[config.mk]
export PLATFORM = sky130hd
export DESIGN_NAME = word_packing_gap_encoder
export DESIGN_NICKNAME = d
export VERILOG_FILES = /design/src/rtl/wpg_pkg.sv /design/src/rtl/word_packing_gap_encoder.sv /design/src/rtl/wpg_ram.sv /design/src/rtl/wpg_datapath.sv /design/src/rtl/wpg_ctrl.sv
export SDC_FILE = /design/constraint.sdc
export NUM_CORES = 2
export LEC_CHECK = 0
export BUFFER_PORTS_ARGS = -buffer_cell sky130_fd_sc_hd__clkbuf_2
export CAP_MARGIN = 10
export CORE_ASPECT_RATIO = 0.7
export CORE_MARGIN = 4
export CORE_UTILIZATION = 51
export DETAILED_ROUTE_END_ITERATION = 10
export PLACE_DENSITY = 0.76
export SLEW_MARGIN = 25
export SYNTH_ARGS = -nofsm -noshare
export SYNTH_HDL_FRONTEND = slang
export SYNTH_SLANG_ARGS = --single-unit
[constraint.sdc]
create_clock -name clk -period 11.9 [get_ports clk]
set_input_delay 0 -clock clk [delete_from_list [all_inputs] [get_ports clk]]
set_output_delay 0 -clock clk [all_outputs]
set_load 0.05 [all_outputs]
[src/rtl/wpg_pkg.sv]
// shared types, constants and helper functions of the word packing gap encoder
// no dependencies; used by every module of the block but wpg_ram
package wpg_pkg;

	localparam int PAYLOAD_BITS        = 28;
	localparam int SCAN_LIMIT          = PAYLOAD_BITS + 1;
	localparam int LOOKAHEAD_DEPTH_DEF = 32;
	localparam int DOC_BITS            = 32;
	localparam int LEN_BITS            = 5;

	typedef enum logic [2:0] {
		ST_IDLE,
		ST_START,
		ST_SCAN,
		ST_PACK_START,
		ST_PACK,
		ST_EMIT,
		ST_ERR
	} state_t;

	// controller to datapath
	typedef struct packed {
		logic accept;
		logic scan_start;
		logic scan_step;
		logic pack_start;
		logic pack_step;
		logic emit;
		logic err_emit;
		logic item_done;
	} cmd_t;

	// datapath to controller
	typedef struct packed {
		logic gap_wide;
		logic count_zero;
		logic scan_hit;
		logic scan_exhausted;
		logic pack_last;
		logic out_free;
		logic end_flag;
	} sts_t;

	// number of significant bits of a gap
	function automatic logic [LEN_BITS-1:0] bit_len(input logic [PAYLOAD_BITS-1:0] v);
		logic [LEN_BITS-1:0] n;
		n = '0;
		for (int i = 0; i < PAYLOAD_BITS; i++) begin
			if (v[i]) n = LEN_BITS'(i + 1);
		end
		return n;
	endfunction

	// round a bit length up to a supported slot width
	function automatic logic [LEN_BITS-1:0] round_width(input logic [LEN_BITS-1:0] b);
		logic [LEN_BITS-1:0] w;
		if (b > 5'd14)      w = 5'd28;
		else if (b > 5'd9)  w = 5'd14;
		else if (b > 5'd7)  w = 5'd9;
		else if (b > 5'd5)  w = 5'd7;
		else if (b == 5'd0) w = 5'd1;
		else                w = b;
		return w;
	endfunction

	// gaps held by one word of a given width
	function automatic logic [LEN_BITS-1:0] slots(input logic [LEN_BITS-1:0] w);
		logic [LEN_BITS-1:0] n;
		case (w)
			5'd1:    n = 5'd28;
			5'd2:    n = 5'd14;
			5'd3:    n = 5'd9;
			5'd4:    n = 5'd7;
			5'd5:    n = 5'd5;
			5'd7:    n = 5'd4;
			5'd9:    n = 5'd3;
			5'd14:   n = 5'd2;
			default: n = 5'd1;
		endcase
		return n;
	endfunction

endpackage

[src/rtl/word_packing_gap_encoder.sv]
// top level of the word packing gap encoder
// depends on wpg_pkg, wpg_ctrl, wpg_datapath (and wpg_ram below it)
//
// channel  | direction | tdata                     | tlast      | tuser
// s_axis   | in        | doc_number [31:0]         | list_end   | -
// m_axis   | out       | packed_word [31:0]        | last_word  | gap_too_wide
//
// one item at a time; an item is accepted in idle and checked in start, then each word is
// scanned, packed and emitted (prefix scan and packing read one buffer entry a cycle)
// an item whose last scan stays incomplete returns to idle; a wide gap emits an error word
// reset clears the list state and the output valid flag; no clearing pass
// a stalled result waits in the output register; the next word waits for it

module word_packing_gap_encoder #(
	parameter int LOOKAHEAD_DEPTH = wpg_pkg::LOOKAHEAD_DEPTH_DEF
) (
	input  logic        clk,
	input  logic        arst_n,
	input  logic        s_axis_tvalid,
	output logic        s_axis_tready,
	input  logic [31:0] s_axis_tdata,   // doc_number [31:0]
	input  logic        s_axis_tlast,
	output logic        m_axis_tvalid,
	input  logic        m_axis_tready,
	output logic [31:0] m_axis_tdata,   // packed_word [31:0]
	output logic        m_axis_tlast,
	output logic        m_axis_tuser    // gap_too_wide [0]
);

	wpg_pkg::cmd_t cmd;
	wpg_pkg::sts_t sts;

	// sequencer
	wpg_ctrl u_ctrl (
		.clk      (clk),
		.arst_n   (arst_n),
		.in_valid (s_axis_tvalid),
		.in_ready (s_axis_tready),
		.sts      (sts),
		.cmd      (cmd)
	);

	// datapath
	wpg_datapath #(
		.LOOKAHEAD_DEPTH (LOOKAHEAD_DEPTH)
	) u_dp (
		.clk       (clk),
		.arst_n    (arst_n),
		.cmd       (cmd),
		.in_doc    (s_axis_tdata),
		.in_end    (s_axis_tlast),
		.out_ready (m_axis_tready),
		.sts       (sts),
		.out_valid (m_axis_tvalid),
		.out_word  (m_axis_tdata),
		.out_last  (m_axis_tlast),
		.out_err   (m_axis_tuser)
	);

endmodule

[src/rtl/wpg_ram.sv]
// generic single write, single read ram with registered read data
// no dependencies
module wpg_ram #(
	parameter int WIDTH = 28,
	parameter int DEPTH = 32
) (
	input  logic                     clk,
	input  logic                     we,
	input  logic [$clog2(DEPTH)-1:0] waddr,
	input  logic [WIDTH-1:0]         wdata,
	input  logic [$clog2(DEPTH)-1:0] raddr,
	output logic [WIDTH-1:0]         rdata
);

	logic [WIDTH-1:0] mem_q [DEPTH];

	// write port and registered read port
	always_ff @(posedge clk) begin
		if (we) mem_q[waddr] <= wdata;
		rdata <= mem_q[raddr];
	end

endmodule

[src/rtl/wpg_datapath.sv]
// datapath: gap forming, lookahead buffer, prefix scan, word packing, output register
// depends on wpg_pkg and wpg_ram
module wpg_datapath #(
	parameter int LOOKAHEAD_DEPTH = wpg_pkg::LOOKAHEAD_DEPTH_DEF
) (
	input  logic                          clk,
	input  logic                          arst_n,
	input  wpg_pkg::cmd_t                 cmd,
	input  logic [wpg_pkg::DOC_BITS-1:0]  in_doc,
	input  logic                          in_end,
	input  logic                          out_ready,
	output wpg_pkg::sts_t                 sts,
	output logic                          out_valid,
	output logic [31:0]                   out_word,
	output logic                          out_last,
	output logic                          out_err
);

	localparam int AW = $clog2(LOOKAHEAD_DEPTH);
	localparam int CW = $clog2(LOOKAHEAD_DEPTH + 1);
	localparam int PB = wpg_pkg::PAYLOAD_BITS;
	localparam int LB = wpg_pkg::LEN_BITS;

	logic [wpg_pkg::DOC_BITS-1:0] prev_q;
	logic                         wide_q;
	logic                         end_q;
	logic [AW-1:0]                head_q;
	logic [CW-1:0]                count_q;
	logic [CW-1:0]                ri_q;
	logic [CW-1:0]                ci_q;
	logic [LB-1:0]                maxb_q;
	logic [LB-1:0]                width_q;
	logic [PB-1:0]                acc_q;
	logic [LB-1:0]                pos_q;
	logic                         out_valid_q;
	logic [31:0]                  out_word_q;
	logic                         out_last_q;
	logic                         out_err_q;

	logic [wpg_pkg::DOC_BITS-1:0] gap_in;
	logic                         wide_in;
	logic                         buf_full;
	logic [PB-1:0]                rdata;
	logic [AW-1:0]                raddr;
	logic [AW-1:0]                waddr;
	logic                         we;
	logic [LB-1:0]                blen;
	logic [LB-1:0]                mlen;
	logic [CW-1:0]                e1;
	logic [LB+CW-1:0]             prod;
	logic [LB-1:0]                nslots;
	logic [CW-1:0]                take;
	logic [CW-1:0]                count_left;
	logic [PB-1:0]                mask;
	logic [PB-1:0]                gm;
	logic                         out_free;

	// circular buffer index: base plus offset, wrapped once
	function automatic logic [AW-1:0] wrap(input logic [AW-1:0] base, input logic [CW-1:0] off);
		logic [CW:0] s;
		s = (CW+1)'(base) + (CW+1)'(off);
		if (s >= (CW+1)'(LOOKAHEAD_DEPTH)) s = s - (CW+1)'(LOOKAHEAD_DEPTH);
		return s[AW-1:0];
	endfunction

	// gap of the incoming document number
	assign gap_in  = in_doc - prev_q;
	assign wide_in = |gap_in[wpg_pkg::DOC_BITS-1:PB];

	// buffer storage; a gap arriving at a full buffer is dropped
	assign buf_full = (count_q == CW'(LOOKAHEAD_DEPTH));
	assign we    = cmd.accept && !wide_in && !buf_full;
	assign waddr = wrap(head_q, count_q);
	assign raddr = (cmd.scan_start || cmd.pack_start) ? head_q : wrap(head_q, ri_q);

	wpg_ram #(
		.WIDTH (PB),
		.DEPTH (LOOKAHEAD_DEPTH)
	) u_buf (
		.clk   (clk),
		.we    (we),
		.waddr (waddr),
		.wdata (gap_in[PB-1:0]),
		.raddr (raddr),
		.rdata (rdata)
	);

	// prefix scan step
	assign blen = wpg_pkg::bit_len(rdata);
	assign mlen = (blen > maxb_q) ? blen : maxb_q;
	assign e1   = ci_q + CW'(1);
	assign prod = (LB+CW)'(mlen) * (LB+CW)'(e1);

	// packing step
	assign nslots     = wpg_pkg::slots(width_q);
	assign take       = (CW'(nslots) < count_q) ? CW'(nslots) : count_q;
	assign count_left = count_q - take;
	assign mask       = {PB{1'b1}} >> (LB'(PB) - width_q);
	assign gm         = (ci_q < count_q) ? (rdata & mask) : '0;
	assign out_free   = !out_valid_q || out_ready;

	// status to the controller
	always_comb begin
		sts.gap_wide       = wide_q;
		sts.count_zero     = (count_q == '0);
		sts.scan_hit       = (prod >= (LB+CW)'(wpg_pkg::SCAN_LIMIT));
		sts.scan_exhausted = (e1 == count_q);
		sts.pack_last      = (ci_q == CW'(nslots - LB'(1)));
		sts.out_free       = out_free;
		sts.end_flag       = end_q;
	end

	// list state
	always_ff @(posedge clk or negedge arst_n) begin
		if (!arst_n) begin
			prev_q  <= '0;
			head_q  <= '0;
			count_q <= '0;
			wide_q  <= 1'b0;
			end_q   <= 1'b0;
		end else begin
			if (cmd.accept) begin
				wide_q <= wide_in;
				end_q  <= in_end;
				if (!wide_in) begin
					if (!buf_full) count_q <= count_q + CW'(1);
					prev_q  <= in_doc;
				end
			end
			if (cmd.emit) begin
				head_q  <= wrap(head_q, take);
				count_q <= count_left;
			end
			if (cmd.err_emit) begin
				head_q  <= '0;
				count_q <= '0;
				prev_q  <= '0;
			end
			if (cmd.item_done && end_q) prev_q <= '0;
		end
	end

	// scan and pack working registers
	always_ff @(posedge clk) begin
		if (cmd.scan_start || cmd.pack_start) begin
			ri_q   <= CW'(1);
			ci_q   <= '0;
			maxb_q <= '0;
			acc_q  <= '0;
			pos_q  <= '0;
		end
		if (cmd.scan_step) begin
			maxb_q  <= mlen;
			width_q <= wpg_pkg::round_width(mlen);
			ri_q    <= ri_q + CW'(1);
			ci_q    <= e1;
		end
		if (cmd.pack_step) begin
			acc_q <= acc_q | (gm << pos_q);
			pos_q <= pos_q + width_q;
			ri_q  <= ri_q + CW'(1);
			ci_q  <= e1;
		end
	end

	// output register
	always_ff @(posedge clk or negedge arst_n) begin
		if (!arst_n) begin
			out_valid_q <= 1'b0;
		end else if (cmd.emit || cmd.err_emit) begin
			out_valid_q <= 1'b1;
		end else if (out_ready) begin
			out_valid_q <= 1'b0;
		end
	end

	always_ff @(posedge clk) begin
		if (cmd.emit) begin
			out_word_q <= {acc_q, width_q[3:0]};
			out_last_q <= end_q && (count_left == '0);
			out_err_q  <= 1'b0;
		end else if (cmd.err_emit) begin
			out_word_q <= '0;
			out_last_q <= 1'b0;
			out_err_q  <= 1'b1;
		end
	end

	assign out_valid = out_valid_q;
	assign out_word  = out_word_q;
	assign out_last  = out_last_q;
	assign out_err   = out_err_q;

endmodule

[src/rtl/wpg_ctrl.sv]
// controller state machine: sequences accept, scan, pack and emit per word, and the error word
// depends on wpg_pkg
module wpg_ctrl (
	input  logic             clk,
	input  logic             arst_n,
	input  logic             in_valid,
	output logic             in_ready,
	input  wpg_pkg::sts_t    sts,
	output wpg_pkg::cmd_t    cmd
);

	wpg_pkg::state_t state_q;
	wpg_pkg::state_t state_d;

	// next state
	always_comb begin
		state_d = state_q;
		case (state_q)
			wpg_pkg::ST_IDLE: begin
				if (in_valid) state_d = wpg_pkg::ST_START;
			end
			wpg_pkg::ST_START: begin
				if (sts.gap_wide)        state_d = wpg_pkg::ST_ERR;
				else if (sts.count_zero) state_d = wpg_pkg::ST_IDLE;
				else                     state_d = wpg_pkg::ST_SCAN;
			end
			wpg_pkg::ST_SCAN: begin
				if (sts.scan_hit || (sts.scan_exhausted && sts.end_flag))
					state_d = wpg_pkg::ST_PACK_START;
				else if (sts.scan_exhausted)
					state_d = wpg_pkg::ST_IDLE;
			end
			wpg_pkg::ST_PACK_START: state_d = wpg_pkg::ST_PACK;
			wpg_pkg::ST_PACK: begin
				if (sts.pack_last) state_d = wpg_pkg::ST_EMIT;
			end
			wpg_pkg::ST_EMIT: begin
				if (sts.out_free) state_d = wpg_pkg::ST_START;
			end
			wpg_pkg::ST_ERR: begin
				if (sts.out_free) state_d = wpg_pkg::ST_IDLE;
			end
			default: state_d = wpg_pkg::ST_IDLE;
		endcase
	end

	// commands
	always_comb begin
		cmd      = '0;
		in_ready = 1'b0;
		case (state_q)
			wpg_pkg::ST_IDLE: begin
				in_ready   = 1'b1;
				cmd.accept = in_valid;
			end
			wpg_pkg::ST_START: begin
				cmd.scan_start = !sts.gap_wide && !sts.count_zero;
				cmd.item_done  = !sts.gap_wide && sts.count_zero;
			end
			wpg_pkg::ST_SCAN: begin
				cmd.scan_step = 1'b1;
				cmd.item_done = sts.scan_exhausted && !sts.scan_hit && !sts.end_flag;
			end
			wpg_pkg::ST_PACK_START: cmd.pack_start = 1'b1;
			wpg_pkg::ST_PACK:       cmd.pack_step  = 1'b1;
			wpg_pkg::ST_EMIT:       cmd.emit       = sts.out_free;
			wpg_pkg::ST_ERR:        cmd.err_emit   = sts.out_free;
			default: ;
		endcase
	end

	always_ff @(posedge clk or negedge arst_n) begin
		if (!arst_n) state_q <= wpg_pkg::ST_IDLE;
		else         state_q <= state_d;
	end

endmodule
==> impl_metrics.csv <==
group,metric,value,unit
run_status,outcome,"completed",
yosys,synthCells,3006,
hold_path,hold_depth,4,
sta,hold_slack,0.117,ns
global_route,grt_max_degree,107,
placed_design,io_buffer_count,72,
sta,drv_slew,0,
sta,rsz0062_at_grt,"no",
yosys,synth.most_common_cell,"edfxtp_1",
die,die_w,370,um
hold_path,hp-start,"s_axis_tdata[17]",
global_route,grt-ovfl-total,0,
cts,cts-resized-gates,0,
sta,slew_headroom,28.9,%
sta,setup_viol,0,
setup_path,rr_worst_depth,27,
cts,cts_buffers,90,
yosys,yosysTopAreaCell,"edfxtp_1",
cts,clk_latency,0.71,ns
yosys,mappedNetlistNets,3161,
yosys,synth-edff-count,983,
placed_design,preCtsSetupSlack,4.89,ns
sta,finalSetupTns,0,ns
sta,fin_ws,4.59,ns
detailed_routing,vias,28039,
yosys,netlist_top_cells_count,"edfxtp_1 (983), nand2_1 (238), mux4_2 (198)",
global_route,grt_usage,24.4,%
cts,root_buffer,"clkbuf_16",
cells_and_area,area_growth,13.0,%
yosys,synth-seq-cells,1061,
global_route,first_global_vias,27019,
die,die_h,262,um
yosys,synth_top_area_share,63.0,%
cts,cts_tree,"built",
cts,cts_setup_buffers,0,
setup_path,path_max_fanout,11,
sta,max_freq,0.137,GHz
setup_path,path_class,"flop to flop",
yosys,synth.avg_cell_area,15.6,um2
detailed_routing,drtIter0Drc,4436,
cts,cts.sink_count,1061,
setup_path,reg2reg_from,"u_dp.u_buf.rdata[1]",
cts,clk_pin_slew,0.07,ns
global_route,grt_pass1_wl,175,mm
sta,min_period,7.31,ns
cells_and_area,layout-drive-gt1-share,19.7,%
hold_path,min_to,"u_dp.prev_q[17]",
detailed_routing,ant_nets,0,
setup_path,ff2ff_setup_slack,4.59,ns
hold_path,hp-class,"input pin to flop",
detailed_routing,wl,118,mm
die,rows,92,
sta,tightest_slew,1.07,ns
sta,finClkSkew,0.0379,ns
placed_design,dp_hpwl,70.0,mm
die,io_pins,73,
detailed_routing,drc,0,
global_route,antenna_found_initial,6,
sta,hold_viol,0,
yosys,synth_ff_type,"edfxtp_1",
die,start_util,51.7,%
die,core_area,90600,um2
yosys,yosysUniqueCellTypes,96,
die,die_area,96800,um2
yosys,ys_top_cells_by_area,"edfxtp_1 (63%), mux4_2 (9.5%), ha_1 (2.7%)",
yosys,synth_async_sr_flop_share,4.62,%
detailed_routing,dr.pass1.iters,8,
yosys,synth.cell_area,46800,um2
setup_path,crit_path_end_kind,"flop",
cts,cts_hold_buf,38,
yosys,ys_warn_count,0,
detailed_routing,wl_per_cell,26.6,um
yosys,ys_seq_area_share,66.9,%
placed_design,gp_congestion,0.946,
setup_path,worstSetupStartpointType,"flop",
setup_path,rr_endpoint,"u_ctrl.state_q[0]",
cts,cts_buffer_depth,3,
run,maxCapViolations,0,
setup_path,worstPathArrival,7.88,ns
sta,finalCritPeriodShare,61.4,%
cells_and_area,nNetsFinal,3281,
detailed_routing,via_per_inst,6.34,
cts,htreeDepth,3,
setup_path,crit_required,12.48,ns
[critical path, cell delays in order (launching register included)]
cell and delay, ns:
dfxtp_1 0.38, nor2_1 0.07, o31ai_1 0.25, a311oi_1 0.17, o31ai_1 0.31, a21oi_1 0.12
o21ai_0 0.35, and2_1 0.19, ha_1 0.14, nor2b_1 0.13, o21ai_0 0.13, a32oi_1 0.59
a21oi_1 0.43, or2_2 0.42, fa_1 0.55, fa_1 0.43, fa_1 0.49, inv_1 0.04
ha_1 0.32, a21o_1 0.19, a21oi_1 0.20, mux2i_1 0.11, nor4_1 0.18, nand4_1 0.14
a211oi_1 0.41, a211oi_1 0.18, a21oi_1 0.15, o21ai_0 0.09
[sequential cells by signal, indices dropped and copies added (netlist names)]
| register | count |
|---|---|
| u_ctrl.state_q | 3 |
| u_dp.acc_q | 28 |
| u_dp.ci_q | 6 |
| u_dp.count_q | 6 |
| u_dp.end_q | 1 |
| u_dp.head_q | 5 |
| u_dp.maxb_q | 5 |
| u_dp.out_err | 1 |
| u_dp.out_last | 1 |
| u_dp.out_valid | 1 |
| u_dp.out_word | 32 |
| u_dp.pos_q | 5 |
| u_dp.prev_q | 32 |
| u_dp.ri_q | 5 |
| u_dp.u_buf.mem_q | 896 |
| u_dp.u_buf.rdata | 28 |
| u_dp.wide_q | 1 |
| u_dp.width_q | 5 |
[how the worst max path moves through the flow]
stage,slack (ns),endpoint,start,depth (start not counted)
2_1_floorplan,5.82,u_ctrl.state_q[0],u_dp.u_buf.rdata[6],28
3_3_place_gp,5.04,u_ctrl.state_q[0],u_dp.u_buf.rdata[6],28
4_1_cts,4.82,u_ctrl.state_q[0],u_dp.u_buf.rdata[6],28
5_1_grt,4.12,u_ctrl.state_q[0],u_dp.u_buf.rdata[1],28
3_5_place_dp,4.89,u_ctrl.state_q[0],u_dp.u_buf.rdata[6],28
6_report,4.59,u_ctrl.state_q[0],u_dp.u_buf.rdata[1],27
[cells in the final DEF (no fill, tap or decap), drive strengths merged, types with 9 or more instances in the layout]
cell type,netlist,final
mux4,198,198
o31ai,9,9
and3,12,12
edfxtp,983,983
mux2,13,13
nor2,178,178
nand4,11,11
o21a,16,16
a21o,29,29
ha,100,100
a21oi,96,96
nand2,238,238
nand3,150,150
a221oi,31,31
mux2i,15,15
xor2,26,26
o2111a,30,30
fa,18,18
a31oi,18,18
o21ai,105,105
nor3,27,27
dlygate4sd3,0,38
dfrtp,49,49
clkinv,3,41
a211oi,12,12
buf,61,71
and2,42,42
o22ai,9,9
inv,110,116
nand2b,20,20
or2,10,10
xnor2,42,42
o211ai,15,15
nor2b,20,20
clkbuf,93,180
a22oi,61,61
dfxtp,29,29
[kinds of logic after synthesis]
| group | Yosys count | synth area share [%] |
|---|---|---|
| compound gates | 519 | 8.25 |
| xor+xnor | 71 | 1.43 |
| fa+ha+maj | 118 | 3.44 |
| buf+inv | 267 | 2.40 |
| flops | 1061 | 66.9 |
| mux | 226 | 10.2 |
| simple gates | 744 | 7.44 |
[layout make-up]
cell class | instances | area, um2
multi-input combinational | 1678 | 15100
clock buffer | 107 | 2410
antenna | 2 | 5.00
timing repair buffer | 182 | 1500
inverter | 113 | 424
sequential | 1061 | 31300
tap | 1222 | 1530
fill | 6585 | 37700
clock inverter | 60 | 609
[per-stage QoR]
stage	std cells	utilization [%]	area (um2)
after floorplan	3006	-	46800
after global placement	4207	54.3	49200
after detailed placement	4213	54.5	49400
after CTS	4418	58.3	52800
after global routing	4423	58.4	52900
final	4425	58.4	52900
[layer usage]
metal	global-route usage [%]	vias up	routed length, um
li1	-	12015	-
met1	37.3	14113	48300
met2	34.6	1735	51200
met3	7.26	176	16000
met4	5.64	0	2180
met5	0	-	0
Power is left out: the tool's default activity adds up to more than one toggle a clock period on the data nets, which glitch-free logic cannot reach.
